[src/design/hsv_zod_pkg.sv]
`timescale 1ns / 1ps
// ----------------------------------------------------------------------------
// hsv_zod_pkg
// Shared types, constants and register map of the HSV zone occupancy detector.
// ----------------------------------------------------------------------------
package hsv_zod_pkg;

  localparam int unsigned NUM_ZONES_DEF    = 7;
  localparam int unsigned FRAME_WIDTH_DEF  = 640;
  localparam int unsigned FRAME_HEIGHT_DEF = 480;

  localparam int unsigned MAX_ZONES  = 7;
  localparam int unsigned CNT_W      = 13;
  localparam int unsigned DIM_W      = 13;
  localparam int unsigned APB_AW     = 5;
  localparam int unsigned APB_DW     = 32;

  localparam logic [8:0] ZONE_ROW_FIRST = 9'd100;
  localparam logic [8:0] ZONE_ROW_LAST  = 9'd200;
  localparam int unsigned ZONE_COL_BASE = 10;
  localparam int unsigned ZONE_COL_SPAN = 80;
  localparam int unsigned ZONE_PITCH    = 90;

  localparam logic [7:0]       HUE_LOW_RST   = 8'd0;
  localparam logic [7:0]       HUE_HIGH_RST  = 8'd179;
  localparam logic [7:0]       SAT_LOW_RST   = 8'd0;
  localparam logic [7:0]       SAT_HIGH_RST  = 8'd255;
  localparam logic [7:0]       VAL_LOW_RST   = 8'd0;
  localparam logic [7:0]       VAL_HIGH_RST  = 8'd255;
  localparam logic [CNT_W-1:0] THRESHOLD_RST = 13'd1500;

  typedef enum logic [2:0] {
    REG_HUE_LOW   = 3'd0,
    REG_HUE_HIGH  = 3'd1,
    REG_SAT_LOW   = 3'd2,
    REG_SAT_HIGH  = 3'd3,
    REG_VAL_LOW   = 3'd4,
    REG_VAL_HIGH  = 3'd5,
    REG_THRESHOLD = 3'd6
  } reg_idx_e;

  typedef struct packed {
    logic [7:0]       hue_low;
    logic [7:0]       hue_high;
    logic [7:0]       sat_low;
    logic [7:0]       sat_high;
    logic [7:0]       val_low;
    logic [7:0]       val_high;
    logic [CNT_W-1:0] count_threshold;
  } cfg_t;

  typedef struct packed {
    logic [7:0] hue;
    logic [7:0] saturation;
    logic [7:0] brightness;
    logic [8:0] row;
    logic [9:0] column;
    logic       frame_end;
  } pix_t;

endpackage

[src/design/hsv_zod_cfg.sv]
`timescale 1ns / 1ps
// ----------------------------------------------------------------------------
// hsv_zod_cfg
// APB register file holding the colour bounds and the occupancy threshold.
// ----------------------------------------------------------------------------
module hsv_zod_cfg (
  input  logic                           clk_i,
  input  logic                           rst_ni,
  input  logic                           psel,
  input  logic                           penable,
  input  logic                           pwrite,
  input  logic [hsv_zod_pkg::APB_AW-1:0] paddr,
  input  logic [hsv_zod_pkg::APB_DW-1:0] pwdata,
  output logic [hsv_zod_pkg::APB_DW-1:0] prdata,
  output logic                           pready,
  output hsv_zod_pkg::cfg_t              cfg_o
);
  import hsv_zod_pkg::*;

  cfg_t       cfg_q, cfg_d;
  logic       wr_en;
  reg_idx_e   idx;

  assign idx    = reg_idx_e'(paddr[4:2]);
  assign wr_en  = psel && penable && pwrite;
  assign pready = 1'b1;
  assign cfg_o  = cfg_q;

  always_comb begin
    cfg_d = cfg_q;
    if (wr_en) begin
      case (idx)
        REG_HUE_LOW:   cfg_d.hue_low         = pwdata[7:0];
        REG_HUE_HIGH:  cfg_d.hue_high        = pwdata[7:0];
        REG_SAT_LOW:   cfg_d.sat_low         = pwdata[7:0];
        REG_SAT_HIGH:  cfg_d.sat_high        = pwdata[7:0];
        REG_VAL_LOW:   cfg_d.val_low         = pwdata[7:0];
        REG_VAL_HIGH:  cfg_d.val_high        = pwdata[7:0];
        REG_THRESHOLD: cfg_d.count_threshold = pwdata[CNT_W-1:0];
        default: ;
      endcase
    end
  end

  always_comb begin
    case (idx)
      REG_HUE_LOW:   prdata = {24'd0, cfg_q.hue_low};
      REG_HUE_HIGH:  prdata = {24'd0, cfg_q.hue_high};
      REG_SAT_LOW:   prdata = {24'd0, cfg_q.sat_low};
      REG_SAT_HIGH:  prdata = {24'd0, cfg_q.sat_high};
      REG_VAL_LOW:   prdata = {24'd0, cfg_q.val_low};
      REG_VAL_HIGH:  prdata = {24'd0, cfg_q.val_high};
      REG_THRESHOLD: prdata = {{(APB_DW-CNT_W){1'b0}}, cfg_q.count_threshold};
      default:       prdata = '0;
    endcase
  end

  always_ff @(posedge clk_i or negedge rst_ni) begin
    if (!rst_ni) begin
      cfg_q.hue_low         <= HUE_LOW_RST;
      cfg_q.hue_high        <= HUE_HIGH_RST;
      cfg_q.sat_low         <= SAT_LOW_RST;
      cfg_q.sat_high        <= SAT_HIGH_RST;
      cfg_q.val_low         <= VAL_LOW_RST;
      cfg_q.val_high        <= VAL_HIGH_RST;
      cfg_q.count_threshold <= THRESHOLD_RST;
    end else begin
      cfg_q <= cfg_d;
    end
  end

endmodule

[src/design/hsv_zod_match.sv]
`timescale 1ns / 1ps
// ----------------------------------------------------------------------------
// hsv_zod_match
// Colour window test and zone decode; gives a one-hot zone hit per pixel.
// ----------------------------------------------------------------------------
module hsv_zod_match #(
  parameter int unsigned NUM_ZONES    = hsv_zod_pkg::NUM_ZONES_DEF,
  parameter int unsigned FRAME_WIDTH  = hsv_zod_pkg::FRAME_WIDTH_DEF,
  parameter int unsigned FRAME_HEIGHT = hsv_zod_pkg::FRAME_HEIGHT_DEF
) (
  input  hsv_zod_pkg::pix_t    pix_i,
  input  hsv_zod_pkg::cfg_t    cfg_i,
  output logic [NUM_ZONES-1:0] hit_o
);
  import hsv_zod_pkg::*;

  logic colour_ok;
  logic row_ok;
  logic in_frame;

  assign colour_ok = (pix_i.hue >= cfg_i.hue_low) && (pix_i.hue <= cfg_i.hue_high) &&
                     (pix_i.saturation >= cfg_i.sat_low) &&
                     (pix_i.saturation <= cfg_i.sat_high) &&
                     (pix_i.brightness >= cfg_i.val_low) &&
                     (pix_i.brightness <= cfg_i.val_high);

  assign in_frame = ({4'd0, pix_i.row} < DIM_W'(FRAME_HEIGHT)) &&
                    ({3'd0, pix_i.column} < DIM_W'(FRAME_WIDTH));

  assign row_ok = (pix_i.row >= ZONE_ROW_FIRST) && (pix_i.row <= ZONE_ROW_LAST);

  for (genvar n = 0; n < NUM_ZONES; n++) begin : g_zone
    localparam logic [9:0] ColLo = 10'(ZONE_COL_BASE + ZONE_PITCH * n);
    localparam logic [9:0] ColHi = 10'(ZONE_COL_BASE + ZONE_PITCH * n + ZONE_COL_SPAN);
    assign hit_o[n] = colour_ok && in_frame && row_ok &&
                      (pix_i.column >= ColLo) && (pix_i.column <= ColHi);
  end

endmodule

[src/design/hsv_zod_counters.sv]
`timescale 1ns / 1ps
// ----------------------------------------------------------------------------
// hsv_zod_counters
// Per-zone saturating pixel counters with end-of-frame threshold flags.
// ----------------------------------------------------------------------------
module hsv_zod_counters #(
  parameter int unsigned NUM_ZONES = hsv_zod_pkg::NUM_ZONES_DEF
) (
  input  logic                          clk_i,
  input  logic                          rst_ni,
  input  logic                          en_i,
  input  logic                          frame_end_i,
  input  logic [NUM_ZONES-1:0]          hit_i,
  input  logic [hsv_zod_pkg::CNT_W-1:0] threshold_i,
  output logic [NUM_ZONES-1:0]          flags_o
);
  import hsv_zod_pkg::*;

  logic [CNT_W-1:0] cnt_q [NUM_ZONES];
  logic [CNT_W-1:0] cnt_d [NUM_ZONES];
  logic [CNT_W-1:0] cnt_inc [NUM_ZONES];

  for (genvar n = 0; n < NUM_ZONES; n++) begin : g_cnt
    // The flags see the count including the end-of-frame pixel itself.
    assign cnt_inc[n] = (hit_i[n] && (cnt_q[n] != {CNT_W{1'b1}})) ?
                        cnt_q[n] + CNT_W'(1) : cnt_q[n];
    assign flags_o[n] = cnt_inc[n] > threshold_i;

    always_comb begin
      cnt_d[n] = cnt_q[n];
      if (en_i) begin
        cnt_d[n] = frame_end_i ? '0 : cnt_inc[n];
      end
    end

    always_ff @(posedge clk_i or negedge rst_ni) begin
      if (!rst_ni) begin
        cnt_q[n] <= '0;
      end else begin
        cnt_q[n] <= cnt_d[n];
      end
    end
  end

endmodule

[src/design/hsv_zone_occupancy_detector_core.sv]
`timescale 1ns / 1ps
// ----------------------------------------------------------------------------
// hsv_zone_occupancy_detector_core
// Counts colour-matching pixels in seven column zones and reports, once per
// frame, which zones hold more matching pixels than the threshold.
// ----------------------------------------------------------------------------
//  Channel   Direction  Payload
//  s_axis    in         one HSV pixel with row, column; tlast on frame end
//  m_axis    out        one zone flag word per frame
//  apb       in/out     colour bounds and count threshold
//
// One pixel is accepted per cycle unless the input stalls; a pixel is held in the
// input register and counted as it leaves it, and a frame's flag word is
// registered from the counts as its last pixel leaves the input register.
// Reset clears all zone counters and loads the default bounds and threshold.
// Only an end-of-frame pixel held in the input register can stall, and only
// while the previous flag word is still waiting on m_axis; the input waits
// behind it. Otherwise pixels pass regardless of m_axis.
// ----------------------------------------------------------------------------
module hsv_zone_occupancy_detector_core #(
  parameter int unsigned NUM_ZONES    = hsv_zod_pkg::NUM_ZONES_DEF,
  parameter int unsigned FRAME_WIDTH  = hsv_zod_pkg::FRAME_WIDTH_DEF,
  parameter int unsigned FRAME_HEIGHT = hsv_zod_pkg::FRAME_HEIGHT_DEF
) (
  input  logic                           clk_i,
  input  logic                           rst_ni,
  input  logic                           s_axis_tvalid,
  output logic                           s_axis_tready,
  // hue[7:0], saturation[15:8], brightness[23:16], row[32:24], column[42:33]
  input  logic [47:0]                    s_axis_tdata,
  input  logic                           s_axis_tlast,
  output logic                           m_axis_tvalid,
  input  logic                           m_axis_tready,
  // zone_flags[6:0]
  output logic [7:0]                     m_axis_tdata,
  input  logic                           psel,
  input  logic                           penable,
  input  logic                           pwrite,
  input  logic [hsv_zod_pkg::APB_AW-1:0] paddr,
  input  logic [hsv_zod_pkg::APB_DW-1:0] pwdata,
  output logic [hsv_zod_pkg::APB_DW-1:0] prdata,
  output logic                           pready
);
  import hsv_zod_pkg::*;

  cfg_t                 cfg;
  pix_t                 pix_q;
  logic                 pix_valid_q, pix_valid_d;
  logic                 in_acc;
  logic                 pix_adv;
  logic                 out_free;
  logic [NUM_ZONES-1:0] hit;
  logic [NUM_ZONES-1:0] flags;
  logic                 out_valid_q, out_valid_d;
  logic [6:0]           out_flags_q;

  hsv_zod_cfg u_cfg (
    .clk_i   (clk_i),
    .rst_ni  (rst_ni),
    .psel    (psel),
    .penable (penable),
    .pwrite  (pwrite),
    .paddr   (paddr),
    .pwdata  (pwdata),
    .prdata  (prdata),
    .pready  (pready),
    .cfg_o   (cfg)
  );

  assign out_free      = !out_valid_q || m_axis_tready;
  assign pix_adv       = pix_valid_q && (!pix_q.frame_end || out_free);
  assign s_axis_tready = !pix_valid_q || pix_adv;
  assign in_acc        = s_axis_tvalid && s_axis_tready;

  always_comb begin
    pix_valid_d = pix_valid_q;
    if (in_acc) begin
      pix_valid_d = 1'b1;
    end else if (pix_adv) begin
      pix_valid_d = 1'b0;
    end
  end

  always_ff @(posedge clk_i or negedge rst_ni) begin
    if (!rst_ni) begin
      pix_valid_q <= 1'b0;
    end else begin
      pix_valid_q <= pix_valid_d;
    end
  end

  always_ff @(posedge clk_i) begin
    if (in_acc) begin
      pix_q.hue        <= s_axis_tdata[7:0];
      pix_q.saturation <= s_axis_tdata[15:8];
      pix_q.brightness <= s_axis_tdata[23:16];
      pix_q.row        <= s_axis_tdata[32:24];
      pix_q.column     <= s_axis_tdata[42:33];
      pix_q.frame_end  <= s_axis_tlast;
    end
  end

  hsv_zod_match #(
    .NUM_ZONES    (NUM_ZONES),
    .FRAME_WIDTH  (FRAME_WIDTH),
    .FRAME_HEIGHT (FRAME_HEIGHT)
  ) u_match (
    .pix_i (pix_q),
    .cfg_i (cfg),
    .hit_o (hit)
  );

  hsv_zod_counters #(
    .NUM_ZONES (NUM_ZONES)
  ) u_counters (
    .clk_i       (clk_i),
    .rst_ni      (rst_ni),
    .en_i        (pix_adv),
    .frame_end_i (pix_q.frame_end),
    .hit_i       (hit),
    .threshold_i (cfg.count_threshold),
    .flags_o     (flags)
  );

  always_comb begin
    out_valid_d = out_valid_q;
    if (pix_adv && pix_q.frame_end) begin
      out_valid_d = 1'b1;
    end else if (m_axis_tready) begin
      out_valid_d = 1'b0;
    end
  end

  always_ff @(posedge clk_i or negedge rst_ni) begin
    if (!rst_ni) begin
      out_valid_q <= 1'b0;
    end else begin
      out_valid_q <= out_valid_d;
    end
  end

  always_ff @(posedge clk_i) begin
    if (pix_adv && pix_q.frame_end) begin
      out_flags_q <= 7'(flags);
    end
  end

  assign m_axis_tvalid = out_valid_q;
  assign m_axis_tdata  = {1'b0, out_flags_q};

  a_frame_end_gives_result : assert property (
    @(posedge clk_i) disable iff (!rst_ni)
    (pix_adv && pix_q.frame_end) |=> m_axis_tvalid
  ) else $error("end-of-frame item did not produce a flag word");

  a_no_overwrite : assert property (
    @(posedge clk_i) disable iff (!rst_ni)
    (pix_valid_q && pix_q.frame_end && m_axis_tvalid && !m_axis_tready) |->
      (!pix_adv && !s_axis_tready)
  ) else $error("pending flag word would be overwritten");

  a_unused_flags_zero : assert property (
    @(posedge clk_i) disable iff (!rst_ni)
    m_axis_tvalid |-> ((m_axis_tdata >> NUM_ZONES) == 8'd0)
  ) else $error("flag bit set beyond the configured zone count");

endmodule

[config.mk]
export PLATFORM = sky130hd
export DESIGN_NAME = hsv_zone_occupancy_detector_core
export DESIGN_NICKNAME = d
export VERILOG_FILES = /design/src/design/hsv_zod_pkg.sv /design/src/design/hsv_zod_cfg.sv /design/src/design/hsv_zod_match.sv /design/src/design/hsv_zod_counters.sv /design/src/design/hsv_zone_occupancy_detector_core.sv
export SDC_FILE = /design/constraint.sdc
export NUM_CORES = 1
export LEC_CHECK = 0
export BUFFER_PORTS_ARGS = -buffer_cell sky130_fd_sc_hd__buf_2
export CORE_MARGIN = 2
export CORE_UTILIZATION = 50
export CTS_CLUSTER_SIZE = 40
export DETAILED_ROUTE_END_ITERATION = 10
export PLACE_DENSITY = 0.69
export SYNTH_ARGS = -nofsm -noshare
export SYNTH_HDL_FRONTEND = slang
export SYNTH_HIERARCHICAL = 1
export SYNTH_SLANG_ARGS = --single-unit
[constraint.sdc]
create_clock -name clk_i -period 7.7 [get_ports clk_i]
set_clock_uncertainty 0.05 [all_clocks]
set_input_delay 1.925 -clock clk_i [delete_from_list [all_inputs] [get_ports clk_i]]
set_output_delay 1.925 -clock clk_i [all_outputs]
set_load 0.01 [all_outputs]
; ---- Word level (Yosys, flattened, before mapping)
; Index checks and enable logic that the tools add are counted.
[totals]
reg_bits = 205
in_bits = 93
out_inout_bits = 43
[op_classes]
addsub = 7
n_lt_le_gt_ge = 31
eq_ne = 13
mux = 19
n_reduce_logical = 51
[ops]
columns = operator, n
row1 = 2-to-1 mux 13 bit, 14
row2 = "adder 13 x 1 -> 13 bit, second input constant", 7
row3 = > comparator 13 bit, 7
row4 = "!= test 13 bit, second input constant", 7
row5 = one-hot mux 13 bit (7 select lines), 1
row6 = logical AND 1 bit, 35
row7 = "greater-or-equal comparator 10 x 9 -> 1 bit, second input constant", 3
row8 = "less-or-equal comparator 10 x 9 -> 1 bit, second input constant", 3
row9 = greater-or-equal comparator 8 bit, 3
row10 = less-or-equal comparator 8 bit, 3
row11 = "less-or-equal comparator 10 bit, second input constant", 2
row12 = AND reduction 2 bit, 7
row13 = "greater-or-equal comparator 10 bit, second input constant", 1
row14 = "greater-or-equal comparator 10 x 4 -> 1 bit, second input constant", 1
row15 = "greater-or-equal comparator 10 x 7 -> 1 bit, second input constant", 1
row16 = "greater-or-equal comparator 10 x 8 -> 1 bit, second input constant", 1
row17 = "less-or-equal comparator 10 x 7 -> 1 bit, second input constant", 1
row18 = "less-or-equal comparator 10 x 8 -> 1 bit, second input constant", 1
row19 = "< comparator 10 bit, second input constant", 1
row20 = "== test 3 bit, second input constant", 3
row21 = "greater-or-equal comparator 9 x 7 -> 1 bit, second input constant", 1
row22 = "less-or-equal comparator 9 x 8 -> 1 bit, second input constant", 1
row23 = "< comparator 9 bit, second input constant", 1
row24 = "== test 3 x 2 -> 1 bit, second input constant", 2
row25 = 6 further kinds, 14

; ---- Depth between registers and ports, before layout
[depth]
depth_word = 13
depth_mapped = 19
depth_no_buf = 19

; ---- Modules after synthesis
; Netlist, hierarchy kept.
[by_module_without_submodules]
columns = mod, instances, cells_each, area_per_inst_um2
row1 = hsv_zod_counters, 1, 976, 8252.9
row2 = hsv_zod_cfg, 1, 238, 3156.8
row3 = hsv_zone_occupancy_detector_core, 1, 63, 1660.3
row4 = hsv_zod_match, 1, 218, 1560.2

; ---- Least setup slack after synthesis
; Ideal clock, no wire load.
[synth_path]
path_kind = input -> output
from = input paddr[3] (netlist name)
to = output prdata[0] (netlist name)
arrival_ns = 2.896
required_time_ns = 5.725
slack_ns = 2.829
path_stages = 6
path_cell_list = buf_2 -> buf_2 -> clkbuf_1 -> nand4b_1 -> o211a_1 -> o21ai_0
[synth_between]
elab_chain_len = 2
elab_cells_between_ends = 8
classes_between = eq/ne: 6 / mux: 1 / reduce/logical: 1
[synth_lines]
columns = item, line_no
row1 = "start, declared", hsv_zone_occupancy_detector_core.sv:39  ; input logic [hsv_zod_pkg::APB_AW-1:0] paddr,
row2 = == test 3 bit (tied with other cells), hsv_zod_cfg.sv:46  ; case (idx)
row3 = one-hot mux 13 bit (7 select lines) *, hsv_zod_cfg.sv:46
row4 = "end, declared", hsv_zone_occupancy_detector_core.sv:41  ; output logic [hsv_zod_pkg::APB_DW-1:0] prdata,
; Every way passes the cells marked *; elsewhere a longest branch is shown, timed or not.

; ---- Worst setup path after layout
[layout_path]
from = register u_cfg.cfg_q, in the netlist u_cfg/cfg_o[36]
to = register out_flags_q[2] (data pin)
[layout_between]
elab_chain_len = 11
[layout_lines]
columns = item, line_no
row1 = "start, declared", hsv_zod_cfg.sv:20  ; cfg_t cfg_q, cfg_d;
row2 = "start signal, assigned", hsv_zod_cfg.sv:68  ; cfg_q <= cfg_d;
row3 = less-or-equal comparator 8 bit, hsv_zod_match.sv:23  ; (pix_i.saturation <= cfg_i.sat_high) &&
row4 = logical AND 1 bit, hsv_zod_match.sv:22  ; (pix_i.saturation >= cfg_i.sat_low) &&
row5 = logical AND 1 bit, hsv_zod_match.sv:23
row6 = logical AND 1 bit, hsv_zod_match.sv:24  ; (pix_i.brightness >= cfg_i.val_low) &&
row7 = logical AND 1 bit (3 in series), hsv_zod_match.sv:35  ; assign hit_o[n] = colour_ok && in_frame && row_ok &&
row8 = logical AND 1 bit, hsv_zod_match.sv:36  ; (pix_i.column >= ColLo) && (pix_i.column <= ColHi);
row9 = net hit[2], hsv_zone_occupancy_detector_core.sv:52  ; logic [NUM_ZONES-1:0] hit;
row10 = logical AND 1 bit, hsv_zod_counters.sv:25  ; assign cnt_inc[n] = (hit_i[n] && (cnt_q[n] != {CNT_W{1'b1}})) ?
row11 = 2-to-1 mux 13 bit, hsv_zod_counters.sv:25
row12 = > comparator 13 bit, hsv_zod_counters.sv:27  ; assign flags_o[n] = cnt_inc[n] > threshold_i;
row13 = net flags[2], hsv_zone_occupancy_detector_core.sv:53  ; logic [NUM_ZONES-1:0] flags;
row14 = "end signal, assigned", hsv_zone_occupancy_detector_core.sv:144  ; out_flags_q <= 7'(flags);
row15 = "end, declared", hsv_zone_occupancy_detector_core.sv:55  ; logic [6:0] out_flags_q;
; The timed path passes the listed nets, and every way through them passes these cells.
; A chain may end at the register's enable or synchronous reset.

==> results.sh <==
export IMPL_worstRegToRegCells=17
export IMPL_die_height_um=175
export IMPL_finalSetupViolCount=0
export IMPL_die_area_um2=30600
export IMPL_synth_cell_types=87
export IMPL_place_gp_congestion=0.886
export IMPL_post_route_period_util_pct=73.1
export IMPL_holdPathEnd="u_counters/cnt_q[25]$_DFFE_PN0P_"
export IMPL_start_kind="register"
export IMPL_crit_path_max_fanout=7
export IMPL_p_per_area_nw_per_um2=215
export IMPL_ant_nets=0
export IMPL_yosys_warnings=6
export IMPL_drive_above_1_share_pct=16.7
export IMPL_hpwl_um=25000
export IMPL_hold_class="register to register"
export IMPL_post_cts_setup_buffer_count=0
export IMPL_clk_pin_slew_worst_paths_ps=60
export IMPL_drt_iter0_markers=808
export IMPL_synth_largest_area_cell="dfrtp_1"
export IMPL_crit_required_ps=7920
export IMPL_cts_inserted_buffers=25
export IMPL_power_mw=3.45
export IMPL_synth_area_um2=14600
export IMPL_dp_slack_ps=2220
export IMPL_cts_max_path_buffers=3
export IMPL_antenna_found_initial=0
export IMPL_synthArstFlopShare_pct=75.1
export IMPL_cp_arrival_ps=5850
export IMPL_setup_ws_ps=2070
export IMPL_cts_hold_buffers=0
export IMPL_tns_ps=0
export IMPL_drv_cap=0
export IMPL_global_route_usage_total_pct=23.9
export IMPL_layout_commonest_cell="ha_1"
export IMPL_synth_edff_count=51
export IMPL_start_util_pct=50.8
export IMPL_routed_via_density=6.03
export IMPL_worst_pin_slew_ps=1180
export IMPL_ir_worst_vdd_uv=166
export IMPL_hp_start="u_counters/cnt_q[25]$_DFFE_PN0P_"
export IMPL_vias=11700
export IMPL_grt_pass1_vias=11300
export IMPL_holdPathStages=2
export IMPL_ys_seq_elements=205
export IMPL_dr_pass1_iters=5
export IMPL_fp_coreArea_um2=28800
export IMPL_grt_pass1_wl_um=58900
export IMPL_grt_max_degree=96
export IMPL_drcViolationCount=0
export IMPL_routed_wirelength_um=36900
export IMPL_num_io_pins=136
export IMPL_crit_type="register to register"
export IMPL_final_cells=1943
export IMPL_clkLatencyLatePin_ps=540
export IMPL_run_status="finished clean"
export IMPL_max_freq_ghz=0.178
export IMPL_synth_cells=1495
export IMPL_report_final_slew_viol_count=0
export IMPL_portBuffers=88
export IMPL_clockRootBuffer="clkbuf_16"
export IMPL_hold_violations=0
export IMPL_r2r_start="u_cfg/cfg_o[36]$_DFFE_PN1P_"
export IMPL_endpoint_kind="register"
export IMPL_postPlaceCellArea_um2=15200
export IMPL_mostFrequentLayoutCells="ha_1 (146), dfrtp_1 (126), nand2_1 (104)"
export IMPL_fillers=2496
export IMPL_reg2reg_slack_ps=2070
export IMPL_rows=62
export IMPL_synth_area_leaders="dfrtp_1 (22%), ha_1 (12%), edfxtp_1 (10%), dfstp_2 (5.0%), mux2_2 (4.8%)"
export IMPL_seq_area_frac_synth_pct=37.0
export IMPL_maxSlewHeadroom_pct=21.3
export IMPL_reg2reg_to="out_flags_q[2]$_DFFE_PP_"
export IMPL_area_growth_synth_to_final_pct=9.65
export IMPL_overflow=0
export IMPL_place_inst=1897
export IMPL_cts_tree="built"
export IMPL_clock_sinks=205
export IMPL_ys_flop_type="dfrtp_1"
export IMPL_drt_wirelength_per_cell_um=19.0
export IMPL_avgSynthCellArea_um2=9.79
export IMPL_leakagePower_nw=7.06
export IMPL_rsz0062_at_grt="false"
export IMPL_nets=1779
export IMPL_yosysTopAreaCellShare_pct=21.6
export IMPL_period_needed_ps=5630
export IMPL_htreeDepth=1
export IMPL_antenna_cells=0
export IMPL_ctsResizeCount=0
export IMPL_dieWidth_um=175
export IMPL_finalInstanceArea_um2=16000
==> metrics by stage <==
step / utilization [%] / hold WS, ps
finish: 55.7 / 472
global route: 55.7 / 509
CTS: 55.7 / 476
detailed placement: 52.9 / 461
global placement: 52.9 / 457
floorplan: - / 431
==> area by class of cell <==
cell class	count	area, µm²	share of cell area [%]
timing repair buffer	95	499	3.11
tap	384	480	3.00
sequential	205	5420	33.8
inverter	85	319	1.99
clock inverter	9	78.8	0.491
clock buffer	37	746	4.65
multi-input combinational	1128	8500	53.0
==> worst max path at each step <==
stage	start	end	slack (ps)	cells past startpoint
floorplan	paddr[3]	prdata[0]	2830	6
global placement	u_cfg/cfg_o[36]$_DFFE_PN1P_	out_flags_q[2]$_DFFE_PP_	2330	17
detailed placement	u_cfg/cfg_o[36]$_DFFE_PN1P_	out_flags_q[2]$_DFFE_PP_	2220	17
CTS	u_cfg/cfg_o[36]$_DFFE_PN1P_	out_flags_q[2]$_DFFE_PP_	2190	17
global route	u_cfg/cfg_o[36]$_DFFE_PN1P_	out_flags_q[2]$_DFFE_PP_	1840	17
finish	u_cfg/cfg_o[36]$_DFFE_PN1P_	out_flags_q[2]$_DFFE_PP_	2070	17
==> layer usage <==
layer	vias to the layer above	GRT usage (%)	share of wire [%]	wire, µm
li1	5639	-	-	-
met5	-	0	0	0
met2	281	41.1	48	17500
met4	0	6.49	2.3	842
met1	5730	31.9	46	17000
met3	57	2.89	4.1	1520
==> state kept, by name, indices dropped and copies added, names as in the netlist <==
signal,count
u_counters/cnt_q,91
u_cfg/cfg_o,61
pix_q,44
out_flags_q,7
m_axis_tvalid,1
pix_valid_q,1
==> kinds of logic after synthesis <==
family	Yosys count	synth area share [%]
compound gates	310	15.4
xor+xnor	63	3.77
fa+ha+maj	146	12.5
buf+inv	180	5.40
flops	205	37.0
mux	106	8.06
other cells	3	0.0770
simple gates	482	17.8
==> power by group <==
part           leakage [nW]  internal, mW  switching, mW
logic                  4.16         0.359          0.489
registers              2.48          1.27          0.150
clock network         0.414         0.704          0.475
total                  7.06          2.34           1.11
==> cells in the mapped netlist, drive strengths merged, types with 12 or more instances <==
cell / n
o21a: 12
nor2b: 12
a211oi: 12
nand4b: 13
xnor2: 53
o21ai: 36
and2: 17
edfxtp: 51
nand3: 70
mux2: 70
nand4: 55
inv: 84
nor2: 95
ha: 146
clkbuf: 51
o2bb2ai: 30
a21oi: 79
o311ai: 20
and4: 18
dfstp: 28
buf: 44
nand2: 104
and3: 26
mux2i: 36
a31oi: 14
nor3: 23
dfrtp: 126
a21o: 14
==> critical path, cell delays in order, from the launching register on <==
cell and delay [ps]:
dfstp_2 540, inv_1 40, ha_1 300, nand4_1 120, nor3_1 270, nor2_1 60, a211oi_1 490, o2111ai_4 310
nor3_1 930, nand3_1 270, nor3_1 390, nand2_1 180, xnor2_1 160, ha_1 310, and4_1 220, a221o_1 350
a221oi_1 260, a21oi_1 80
(Power assumes the default switching activity.)
